==> src/rtl/core/gsrl_pkg.sv <==
`timescale 1ns / 1ps
// ----------------------------------------------------------------------------
// gsrl_pkg
// Shared types and constants of the gain slew-rate limiter.
// ----------------------------------------------------------------------------
package gsrl_pkg;

    localparam int DATA_W    = 32;              // gain and target, Q16.16
    localparam int IDX_W     = 4;               // gain index field
    localparam int FRAC_W    = 17;              // Q1.16 fractions up to one and above
    localparam int CFG_IDX_W = 2;
    localparam int MUL_A_W   = DATA_W + 1;      // difference of two gains
    localparam int MUL_B_W   = FRAC_W + 1;      // fraction as a signed operand
    localparam int PROD_W    = MUL_A_W + MUL_B_W;
    localparam int FRAC_SH   = 16;
    localparam int FL_W      = PROD_W - FRAC_SH; // floored product
    localparam int LIM_W     = FL_W + 1;         // step, room for negation
    localparam int CMP_W     = PROD_W + 1;
    localparam int SUM_W     = LIM_W + 1;

    // register indexes
    localparam logic [CFG_IDX_W-1:0] REG_MAX_FRAC  = 2'd0;
    localparam logic [CFG_IDX_W-1:0] REG_MIN_FRAC  = 2'd1;
    localparam logic [CFG_IDX_W-1:0] REG_MUTE_COEF = 2'd2;

    localparam logic [FRAC_W-1:0] MAX_FRAC_RST  = 17'd655;
    localparam logic [FRAC_W-1:0] MIN_FRAC_RST  = 17'd66;
    localparam logic [FRAC_W-1:0] MUTE_COEF_RST = 17'd0;

    // operation codes
    localparam logic OP_LOAD = 1'b0;
    localparam logic OP_STEP = 1'b1;

    localparam logic signed [DATA_W-1:0] GAIN_MAX = 32'sh7FFF_FFFF;
    localparam logic signed [DATA_W-1:0] GAIN_MIN = 32'sh8000_0000;

    typedef enum logic [1:0] {
        ST_IDLE,
        ST_MULA,
        ST_MULB,
        ST_FIN
    } t_state;

    typedef struct packed {
        logic accept;   // item taken, bank read issued
        logic first;    // first multiplier pass
        logic second;   // second multiplier pass
        logic finish;   // result formed, written back
    } t_ctrl;

endpackage

==> src/rtl/core/gsrl_bank.sv <==
`timescale 1ns / 1ps
// ----------------------------------------------------------------------------
// gsrl_bank
// Gain storage: one write port, one read port, registered read data.
// ----------------------------------------------------------------------------
module gsrl_bank #(
    parameter int DEPTH = 16,
    parameter int AW    = 4
) (
    input  logic                                 i_clk,
    input  logic                                 i_rd_en,
    input  logic [AW-1:0]                        i_rd_addr,
    output logic signed [gsrl_pkg::DATA_W-1:0]   o_rd_data,
    input  logic                                 i_wr_en,
    input  logic [AW-1:0]                        i_wr_addr,
    input  logic signed [gsrl_pkg::DATA_W-1:0]   i_wr_data
);
    import gsrl_pkg::*;

    logic signed [DATA_W-1:0] r_mem [DEPTH];
    logic signed [DATA_W-1:0] r_rd_data;

    always_ff @(posedge i_clk) begin
        if (i_wr_en) begin
            r_mem[i_wr_addr] <= i_wr_data;
        end
    end

    always_ff @(posedge i_clk) begin
        if (i_rd_en) begin
            r_rd_data <= r_mem[i_rd_addr];
        end
    end

    assign o_rd_data = r_rd_data;

endmodule

==> src/rtl/core/gsrl_mul.sv <==
`timescale 1ns / 1ps
// ----------------------------------------------------------------------------
// gsrl_mul
// Shared signed multiplier with a registered product.
// ----------------------------------------------------------------------------
module gsrl_mul (
    input  logic                                 i_clk,
    input  logic                                 i_en,
    input  logic signed [gsrl_pkg::MUL_A_W-1:0]  i_a,
    input  logic signed [gsrl_pkg::MUL_B_W-1:0]  i_b,
    output logic signed [gsrl_pkg::PROD_W-1:0]   o_p
);
    import gsrl_pkg::*;

    logic signed [PROD_W-1:0] r_p;

    always_ff @(posedge i_clk) begin
        if (i_en) begin
            r_p <= PROD_W'(i_a) * PROD_W'(i_b);
        end
    end

    assign o_p = r_p;

endmodule

==> src/rtl/core/gsrl_ctrl.sv <==
`timescale 1ns / 1ps
// ----------------------------------------------------------------------------
// gsrl_ctrl
// Sequencer: read, two multiplier passes, finish and write back.
// ----------------------------------------------------------------------------
module gsrl_ctrl (
    input  logic             i_clk,
    input  logic             i_rst_n,
    input  logic             start,
    output logic             busy,
    output gsrl_pkg::t_ctrl  o_ctrl
);
    import gsrl_pkg::*;

    t_state r_state;
    t_state n_state;

    always_ff @(posedge i_clk) begin
        if (!i_rst_n) begin
            r_state <= ST_IDLE;
        end else begin
            r_state <= n_state;
        end
    end

    always_comb begin
        n_state = r_state;
        unique case (r_state)
            ST_IDLE: begin
                if (start) begin
                    n_state = ST_MULA;
                end
            end
            ST_MULA: n_state = ST_MULB;
            ST_MULB: n_state = ST_FIN;
            ST_FIN:  n_state = ST_IDLE;
            default: n_state = ST_IDLE;
        endcase
    end

    always_comb begin
        o_ctrl = '0;
        busy   = 1'b1;
        unique case (r_state)
            ST_IDLE: begin
                busy          = 1'b0;
                o_ctrl.accept = start;
            end
            ST_MULA: o_ctrl.first  = 1'b1;
            ST_MULB: o_ctrl.second = 1'b1;
            ST_FIN:  o_ctrl.finish = 1'b1;
            default: busy = 1'b1;
        endcase
    end

endmodule

==> src/rtl/core/gain_slew_rate_limiter_top.sv <==
`timescale 1ns / 1ps
// ----------------------------------------------------------------------------
// gain_slew_rate_limiter_top
// Bank of Q16.16 controller gains, each moved toward a target at a limited
// relative rate per step beat.
// ----------------------------------------------------------------------------
// A beat is taken when start is high and busy is low. Every beat, in range or
// not, gives exactly one result on o_result_index / o_new_gain, marked by
// o_strobe for one cycle; it follows the states MULA, MULB and FIN and the
// result register; the result cannot be held off, so sample it when o_strobe
// is high. A beat, taken only while none is in flight, runs through the bank
// read, two passes through the single shared multiplier (limit product, then
// minimum-fraction product) and the finishing cycle that forms the saturated
// gain and writes it back. busy drops in the cycle the result is shown, so a
// new beat may start then. Configuration writes (i_cfg_we, i_cfg_idx,
// i_cfg_wdata) take effect at once; issue them only while no beat is in
// flight. A gain must be loaded before it is stepped: the bank is not
// cleared by reset. Indexes at or above NUM_GAINS write nothing and return 0.
// ----------------------------------------------------------------------------
module gain_slew_rate_limiter_top #(
    parameter int NUM_GAINS = 16
) (
    input  logic                                   i_clk,
    input  logic                                   i_rst_n,
    // command channel
    input  logic                                   start,
    output logic                                   busy,
    input  logic                                   i_operation,
    input  logic [gsrl_pkg::IDX_W-1:0]             i_gain_index,
    input  logic signed [gsrl_pkg::DATA_W-1:0]     i_target,
    input  logic                                   i_lateral,
    input  logic                                   i_mute_active,
    input  logic                                   i_after_toggle,
    // result channel
    output logic                                   o_strobe,
    output logic [gsrl_pkg::IDX_W-1:0]             o_result_index,
    output logic signed [gsrl_pkg::DATA_W-1:0]     o_new_gain,
    // configuration
    input  logic                                   i_cfg_we,
    input  logic [gsrl_pkg::CFG_IDX_W-1:0]         i_cfg_idx,
    input  logic [gsrl_pkg::FRAC_W-1:0]            i_cfg_wdata
);
    import gsrl_pkg::*;

    localparam int AW = (NUM_GAINS > 1) ? $clog2(NUM_GAINS) : 1;

    t_ctrl w_ctrl;

    // configuration registers
    logic [FRAC_W-1:0] r_max_frac;
    logic [FRAC_W-1:0] r_min_frac;
    logic [FRAC_W-1:0] r_mute_coef;

    // captured beat
    logic                     r_op;
    logic [IDX_W-1:0]         r_idx;
    logic signed [DATA_W-1:0] r_target;
    logic                     r_byp;        // lateral, muted or just unmuted
    logic                     r_lat_mute;   // lateral and muted: scale target

    // working registers
    logic signed [DATA_W-1:0]  r_cur;
    logic                      r_cur_zero;
    logic signed [MUL_A_W-1:0] r_change;
    logic signed [LIM_W-1:0]   r_lim;

    // result registers
    logic                     r_strobe;
    logic [IDX_W-1:0]         r_res_idx;
    logic signed [DATA_W-1:0] r_new_gain;

    logic signed [DATA_W-1:0]  w_rd_data;
    logic signed [MUL_A_W-1:0] w_tgt_ext;
    logic signed [MUL_A_W-1:0] w_cur_ext;
    logic signed [MUL_A_W-1:0] w_mul_a;
    logic signed [MUL_B_W-1:0] w_mul_b;
    logic signed [PROD_W-1:0]  w_prod;
    logic signed [FL_W-1:0]    w_prod_fl;
    logic signed [CMP_W-1:0]   w_prod_ext;
    logic signed [CMP_W-1:0]   w_prod_abs;
    logic signed [MUL_A_W:0]   w_sgn_change;
    logic signed [CMP_W-1:0]   w_scaled;
    logic signed [CMP_W-1:0]   w_lim_ext;
    logic signed [CMP_W-1:0]   w_lim_abs;
    logic                      w_plain;
    logic                      w_use_min;
    logic signed [SUM_W-1:0]   w_step;
    logic signed [SUM_W-1:0]   w_base;
    logic signed [SUM_W-1:0]   w_sum;
    logic signed [DATA_W-1:0]  w_sat;
    logic                      w_in_range;
    logic signed [DATA_W-1:0]  w_result;

    gsrl_ctrl u_ctrl (
        .i_clk   (i_clk),
        .i_rst_n (i_rst_n),
        .start   (start),
        .busy    (busy),
        .o_ctrl  (w_ctrl)
    );

    // Configuration writes; index three is unused.
    always_ff @(posedge i_clk) begin
        if (!i_rst_n) begin
            r_max_frac  <= MAX_FRAC_RST;
            r_min_frac  <= MIN_FRAC_RST;
            r_mute_coef <= MUTE_COEF_RST;
        end else if (i_cfg_we) begin
            unique case (i_cfg_idx)
                REG_MAX_FRAC:  r_max_frac  <= i_cfg_wdata;
                REG_MIN_FRAC:  r_min_frac  <= i_cfg_wdata;
                REG_MUTE_COEF: r_mute_coef <= i_cfg_wdata;
                default: ;
            endcase
        end
    end

    // Capture the beat; the bank read goes out on the same edge.
    always_ff @(posedge i_clk) begin
        if (w_ctrl.accept) begin
            r_op       <= i_operation;
            r_idx      <= i_gain_index;
            r_target   <= i_target;
            r_byp      <= i_lateral && (i_mute_active || i_after_toggle);
            r_lat_mute <= i_lateral && i_mute_active;
        end
    end

    assign w_in_range = (32'(r_idx) < NUM_GAINS);

    gsrl_bank #(
        .DEPTH (NUM_GAINS),
        .AW    (AW)
    ) u_bank (
        .i_clk     (i_clk),
        .i_rd_en   (w_ctrl.accept),
        .i_rd_addr (AW'(i_gain_index)),
        .o_rd_data (w_rd_data),
        .i_wr_en   (w_ctrl.finish && w_in_range),
        .i_wr_addr (AW'(r_idx)),
        .i_wr_data (w_result)
    );

    assign w_tgt_ext = MUL_A_W'(r_target);
    assign w_cur_ext = MUL_A_W'(w_rd_data);

    // First pass: target times mute scale when lateral and muted, target times
    // max fraction on other bypass or for a zero gain (the difference is the
    // target), else gain times max fraction, which is the signed step limit.
    // Second pass: difference times min fraction.
    always_comb begin
        if (w_ctrl.second) begin
            w_mul_a = r_change;
            w_mul_b = MUL_B_W'(r_min_frac);
        end else begin
            w_mul_a = (r_byp || (w_rd_data == '0)) ? w_tgt_ext : w_cur_ext;
            w_mul_b = r_lat_mute ? MUL_B_W'(r_mute_coef) : MUL_B_W'(r_max_frac);
        end
    end

    gsrl_mul u_mul (
        .i_clk (i_clk),
        .i_en  (w_ctrl.first || w_ctrl.second),
        .i_a   (w_mul_a),
        .i_b   (w_mul_b),
        .o_p   (w_prod)
    );

    // Hold the current gain and the difference for later passes.
    always_ff @(posedge i_clk) begin
        if (w_ctrl.first) begin
            r_cur      <= w_rd_data;
            r_cur_zero <= (w_rd_data == '0);
            r_change   <= w_tgt_ext - w_cur_ext;
        end
    end

    // Product floored to Q16.16, and its magnitude at full scale.
    assign w_prod_fl  = w_prod[PROD_W-1:FRAC_SH];
    assign w_prod_ext = CMP_W'(w_prod);
    assign w_prod_abs = w_prod_ext[CMP_W-1] ? -w_prod_ext : w_prod_ext;

    // Difference seen in the direction of the gain's sign, scaled by one.
    assign w_sgn_change = r_cur[DATA_W-1] ? -(MUL_A_W + 1)'(r_change)
                                          : (MUL_A_W + 1)'(r_change);
    assign w_scaled     = CMP_W'(w_sgn_change) <<< FRAC_SH;

    // Pick the limited step once the limit product is in.
    always_ff @(posedge i_clk) begin
        if (w_ctrl.second) begin
            if (r_byp) begin
                r_lim <= r_lat_mute ? LIM_W'(w_prod_fl) : LIM_W'(r_target);
            end else if (r_cur_zero) begin
                r_lim <= LIM_W'(w_prod_fl);
            end else if (w_scaled > w_prod_abs) begin
                r_lim <= LIM_W'(w_prod_fl);
            end else if (w_scaled < -w_prod_abs) begin
                r_lim <= -LIM_W'(w_prod_fl);
            end else begin
                r_lim <= LIM_W'(r_change);
            end
        end
    end

    // Finish: fall back to the min fraction when the limited step is too small,
    // add the current gain unless bypassed or zero, and saturate.
    assign w_plain   = !r_byp && !r_cur_zero;
    assign w_lim_ext = CMP_W'(r_lim);
    assign w_lim_abs = w_lim_ext[CMP_W-1] ? -w_lim_ext : w_lim_ext;
    assign w_use_min = w_plain && ((w_lim_abs <<< FRAC_SH) < w_prod_abs);
    assign w_step    = w_use_min ? SUM_W'(w_prod_fl) : SUM_W'(r_lim);
    assign w_base    = w_plain ? SUM_W'(r_cur) : '0;
    assign w_sum     = w_step + w_base;

    always_comb begin
        if (w_sum > SUM_W'(GAIN_MAX)) begin
            w_sat = GAIN_MAX;
        end else if (w_sum < SUM_W'(GAIN_MIN)) begin
            w_sat = GAIN_MIN;
        end else begin
            w_sat = w_sum[DATA_W-1:0];
        end
    end

    always_comb begin
        if (!w_in_range) begin
            w_result = '0;
        end else if (r_op == OP_LOAD) begin
            w_result = r_target;
        end else begin
            w_result = w_sat;
        end
    end

    // Result beat, shown for one cycle.
    always_ff @(posedge i_clk) begin
        if (!i_rst_n) begin
            r_strobe <= 1'b0;
        end else begin
            r_strobe <= w_ctrl.finish;
        end
    end

    always_ff @(posedge i_clk) begin
        if (w_ctrl.finish) begin
            r_res_idx  <= r_idx;
            r_new_gain <= w_result;
        end
    end

    assign o_strobe       = r_strobe;
    assign o_result_index = r_res_idx;
    assign o_new_gain     = r_new_gain;

endmodule

==> config.mk <==
export PLATFORM = sky130hd
export DESIGN_NAME = gain_slew_rate_limiter_top
export DESIGN_NICKNAME = d
export VERILOG_FILES = /design/src/rtl/core/gsrl_pkg.sv /design/src/rtl/core/gsrl_bank.sv /design/src/rtl/core/gsrl_mul.sv /design/src/rtl/core/gsrl_ctrl.sv /design/src/rtl/core/gain_slew_rate_limiter_top.sv
export SDC_FILE = /design/constraint.sdc
export NUM_CORES = 2
export LEC_CHECK = 0
export BUFFER_PORTS_ARGS = -buffer_cell sky130_fd_sc_hd__buf_2
export CORE_MARGIN = 1.5
export CORE_UTILIZATION = 30
export CTS_BUF_LIST = sky130_fd_sc_hd__clkbuf_4
export CTS_CLUSTER_DIAMETER = 30
export DETAILED_ROUTE_END_ITERATION = 8
export PLACE_DENSITY = 0.5
export REMOVE_ABC_BUFFERS = 1
export SLEW_MARGIN = 20
export SYNTH_ARGS = -nofsm -noshare
export SYNTH_HDL_FRONTEND = slang
export SYNTH_SLANG_ARGS = --single-unit
==> constraint.sdc <==
create_clock -name i_clk -period 28.1 [get_ports i_clk]
set_input_delay 8.43 -clock i_clk [delete_from_list [all_inputs] [get_ports i_clk]]
set_output_delay 8.43 -clock i_clk [all_outputs]
set_load 0.02 [all_outputs]
==> flow_metrics.tcl <==
set metrics [dict create \
    status "finished clean" \
    io_buffers 100 \
    place_area_um2 65620 \
    finalSetupTns_ns 0 \
    synth_flop_cell "edfxtp_1" \
    wl_met1_um 81130 \
    avgSynthCellArea_um2 11.33 \
    cts_tree "yes" \
    grt-ovfl-total 0 \
    start_util 0.3013 \
    ff_latch_area_um2 24260 \
    post_drt_wl_per_cell_um 21.54 \
    vias 42570 \
    ios 101 \
    rows 166 \
    hold_buffers 0 \
    postCtsSetupBuffers 0 \
    dp_hpwl_um 133000 \
    final_antenna_net_count 0 \
    ys_async_sr_fraction 0 \
    min_period_over_period 0.4413 \
    antenna_found_initial 9 \
    ys_ff_latch 826 \
    cp_slowest_cell "o311ai_2" \
    netlist_area_um2 61580 \
    cts.htree.levels 4 \
    rsz0062_at_grt "false" \
    fmax_mhz 80.64 \
    endpoint_kind "register" \
    critPathArrivalTime_ns 13.21 \
    route.detailed.drc 0 \
    dieArea_um2 208000 \
    design_area_um2 68780 \
    viasPerCell 5.012 \
    yosysMostFrequentCell "edfxtp_1" \
    critPathRequiredTime_ns 28.91 \
    final_net_count 6510 \
    wirelength_um 182900 \
    cp_top_family "compound AO/OA/AOI/OAI gates" \
    critical_path_buf_inv_count 3 \
    tightest_slew_ns 1.145 \
    first_pass_iters 5 \
    synth_edf_count 772 \
    drv_cap 0 \
    die_h_um 456.1 \
    met3WireLength_um 8568 \
    maxSlewViolCount 0 \
    cp_max_fo 37 \
    finalSetupViolCount 0 \
    cts_made_buffers 227 \
    gp_congestion 0.8717 \
    fill_cells 20760 \
    core-area_um2 204400 \
    root_buffer "clkbuf_4" \
    r2r_cells 32 \
    worstSkewPairLatency_ns 1.25 \
    cts_buffer_depth 3 \
    critPathMaxStageDelay_ns 1.03 \
    min_path_cells 2 \
    skew_ns 0.1101 \
    synth_cell_types 88 \
    drt_iter0_drc 3253 \
    layout-drive-gt1-share 0.1522 \
    cts.sinks 826 \
    ys_top_cells_by_area "edfxtp_1 (38%), fa_1 (17%), ha_1 (6.0%)" \
    synth_top_area_share 0.3765 \
    yosysWarnings 0 \
    clk_pin_slew_worst_paths_ns 0.06 \
    syn_to_final_growth_pct 11.69 \
    crit_top_cell "ha_1" \
    seq_area_frac_synth 0.3940 \
    ys_top_cells_by_count "edfxtp_1 (772), inv_1 (697), nand2_1 (678)" \
    postCtsResizedCells 0 \
    min_period_ns 12.40 \
    first_global_vias 43250 \
    grt_max_degree 130 \
    slew-limit-headroom 0.2366 \
    grt_pass1_wl_um 275100 \
    highest_layer "met5" \
    hp-class "register to register" \
    synth_top_area_cell "edfxtp_1" \
    critPathKind "register to register" \
    startpoint_type "register" \
    cp_num_cells 32 \
    synth_cells 5435 \
    met2_length_um 88550 \
    hold_viol 0 \
    die_x_um 456.1 \
    grt.total_usage 0.1753 \
    multi_input_area_um2 34170 \
]
worst paths after layout:
check | start | end | slack (ns)
setup / recovery | u_mul.o_p[16]$_DFFE_PP_ | u_bank.r_mem[14][3]$_DFFE_PP_ | 15.70
hold / removal | r_max_frac[6]$_SDFFE_PN0P_ | r_max_frac[6]$_SDFFE_PN0P_ | 0.46
setup reg to reg | u_mul.o_p[16]$_DFFE_PP_ | u_bank.r_mem[14][3]$_DFFE_PP_ | 15.70
hold reg to reg | r_max_frac[6]$_SDFFE_PN0P_ | r_max_frac[6]$_SDFFE_PN0P_ | 0.46
state kept, by name, indices dropped and copies added (netlist names):
| signal | cells |
|---|---|
| r_change | 33 |
| o_strobe | 1 |
| o_new_gain | 32 |
| u_mul.o_p | 51 |
| r_cur | 32 |
| r_cur_zero | 1 |
| r_min_frac | 17 |
| r_op | 1 |
| r_target | 32 |
| u_bank.o_rd_data | 32 |
| r_lim | 36 |
| r_max_frac | 17 |
| r_mute_coef | 17 |
| u_bank.r_mem | 512 |
| u_ctrl.r_state | 2 |
| o_result_index | 4 |
| r_lat_mute | 1 |
| r_idx | 4 |
| r_byp | 1 |
worst reg2reg max path: cells and delay by family, from the launching register on:
family                     cells  cell delay, ns
buffers and inverters          3            1.11
xor gates and xnor gates       1            0.42
DFF                            1            0.51
muxes                          1            0.34
AOI/OAI and AO/OA             14            5.17
adders and majority gates      3            0.77
and+or+nand+nor               10            3.62
final cells by class:
type,instances,share of cell area
Sequential cell,826,0.3528
Clock buffer,296,0.03231
Multi-Input combinational cell,3658,0.4969
Inverter,698,0.03809
Antenna cell,9,0.0003275
Timing Repair Buffer,205,0.01908
Clock inverter,112,0.01164
Tap cell,2688,0.04890
cells by family (layout without fill, tap and decap cells):
group | after synthesis | count (layout) | share of synthesized area
AOI/OAI and AO/OA | 813 | 813 | 0.08863
xor gates and xnor gates | 246 | 246 | 0.03533
adders and majority gates | 835 | 835 | 0.2351
buffers and inverters | 952 | 1311 | 0.05925
DFF | 826 | 826 | 0.3940
muxes | 265 | 265 | 0.07833
other | 1 | 11 | 0.00006090
and+or+nand+nor | 1497 | 1497 | 0.1093
cells in the final DEF (no fill, tap or decap), types with 45 or more instances in the layout:
cell type and n:
xor2_1 76, fa_1 538, nand3_1 59, dfxtp_1 54, ha_1 289, a21boi_0 46
nand2b_1 45, mux4_2 160, o21ai_0 139, nor3_1 57, a21o_1 94, buf_2 98
mux2i_1 48, nor2_1 358, edfxtp_1 772, nand2_1 678, inv_1 696, buf_4 104
o21a_1 74, clkbuf_4 297, a21oi_1 170, and2_1 47, xnor2_1 168, clkinv_1 68
stage by stage:
step | hold WS (ns) | util | setup WS, ns | std cells
finish | 0.4612 | 0.3365 | 15.70 | 8492
global route | 0.4789 | 0.3365 | 15.11 | 8491
CTS | 0.4652 | 0.3358 | 16.03 | 8482
detailed placement | 0.4536 | 0.3211 | 16.00 | 8074
global placement | 0.4493 | 0.3211 | 16.05 | 8074
floorplan | 0.4380 | - | 15.78 | 5182
layer usage:
metal | vias to the layer above | track usage
li1 | 19340 | -
met5 | - | 0
met4 | 6 | 0.05125
met2 | 1160 | 0.2892
met1 | 21830 | 0.2395
met3 | 231 | 0.02410
Power is left out: the tool's default activity adds up to more than one toggle a clock period on the data nets, which glitch-free logic cannot reach.
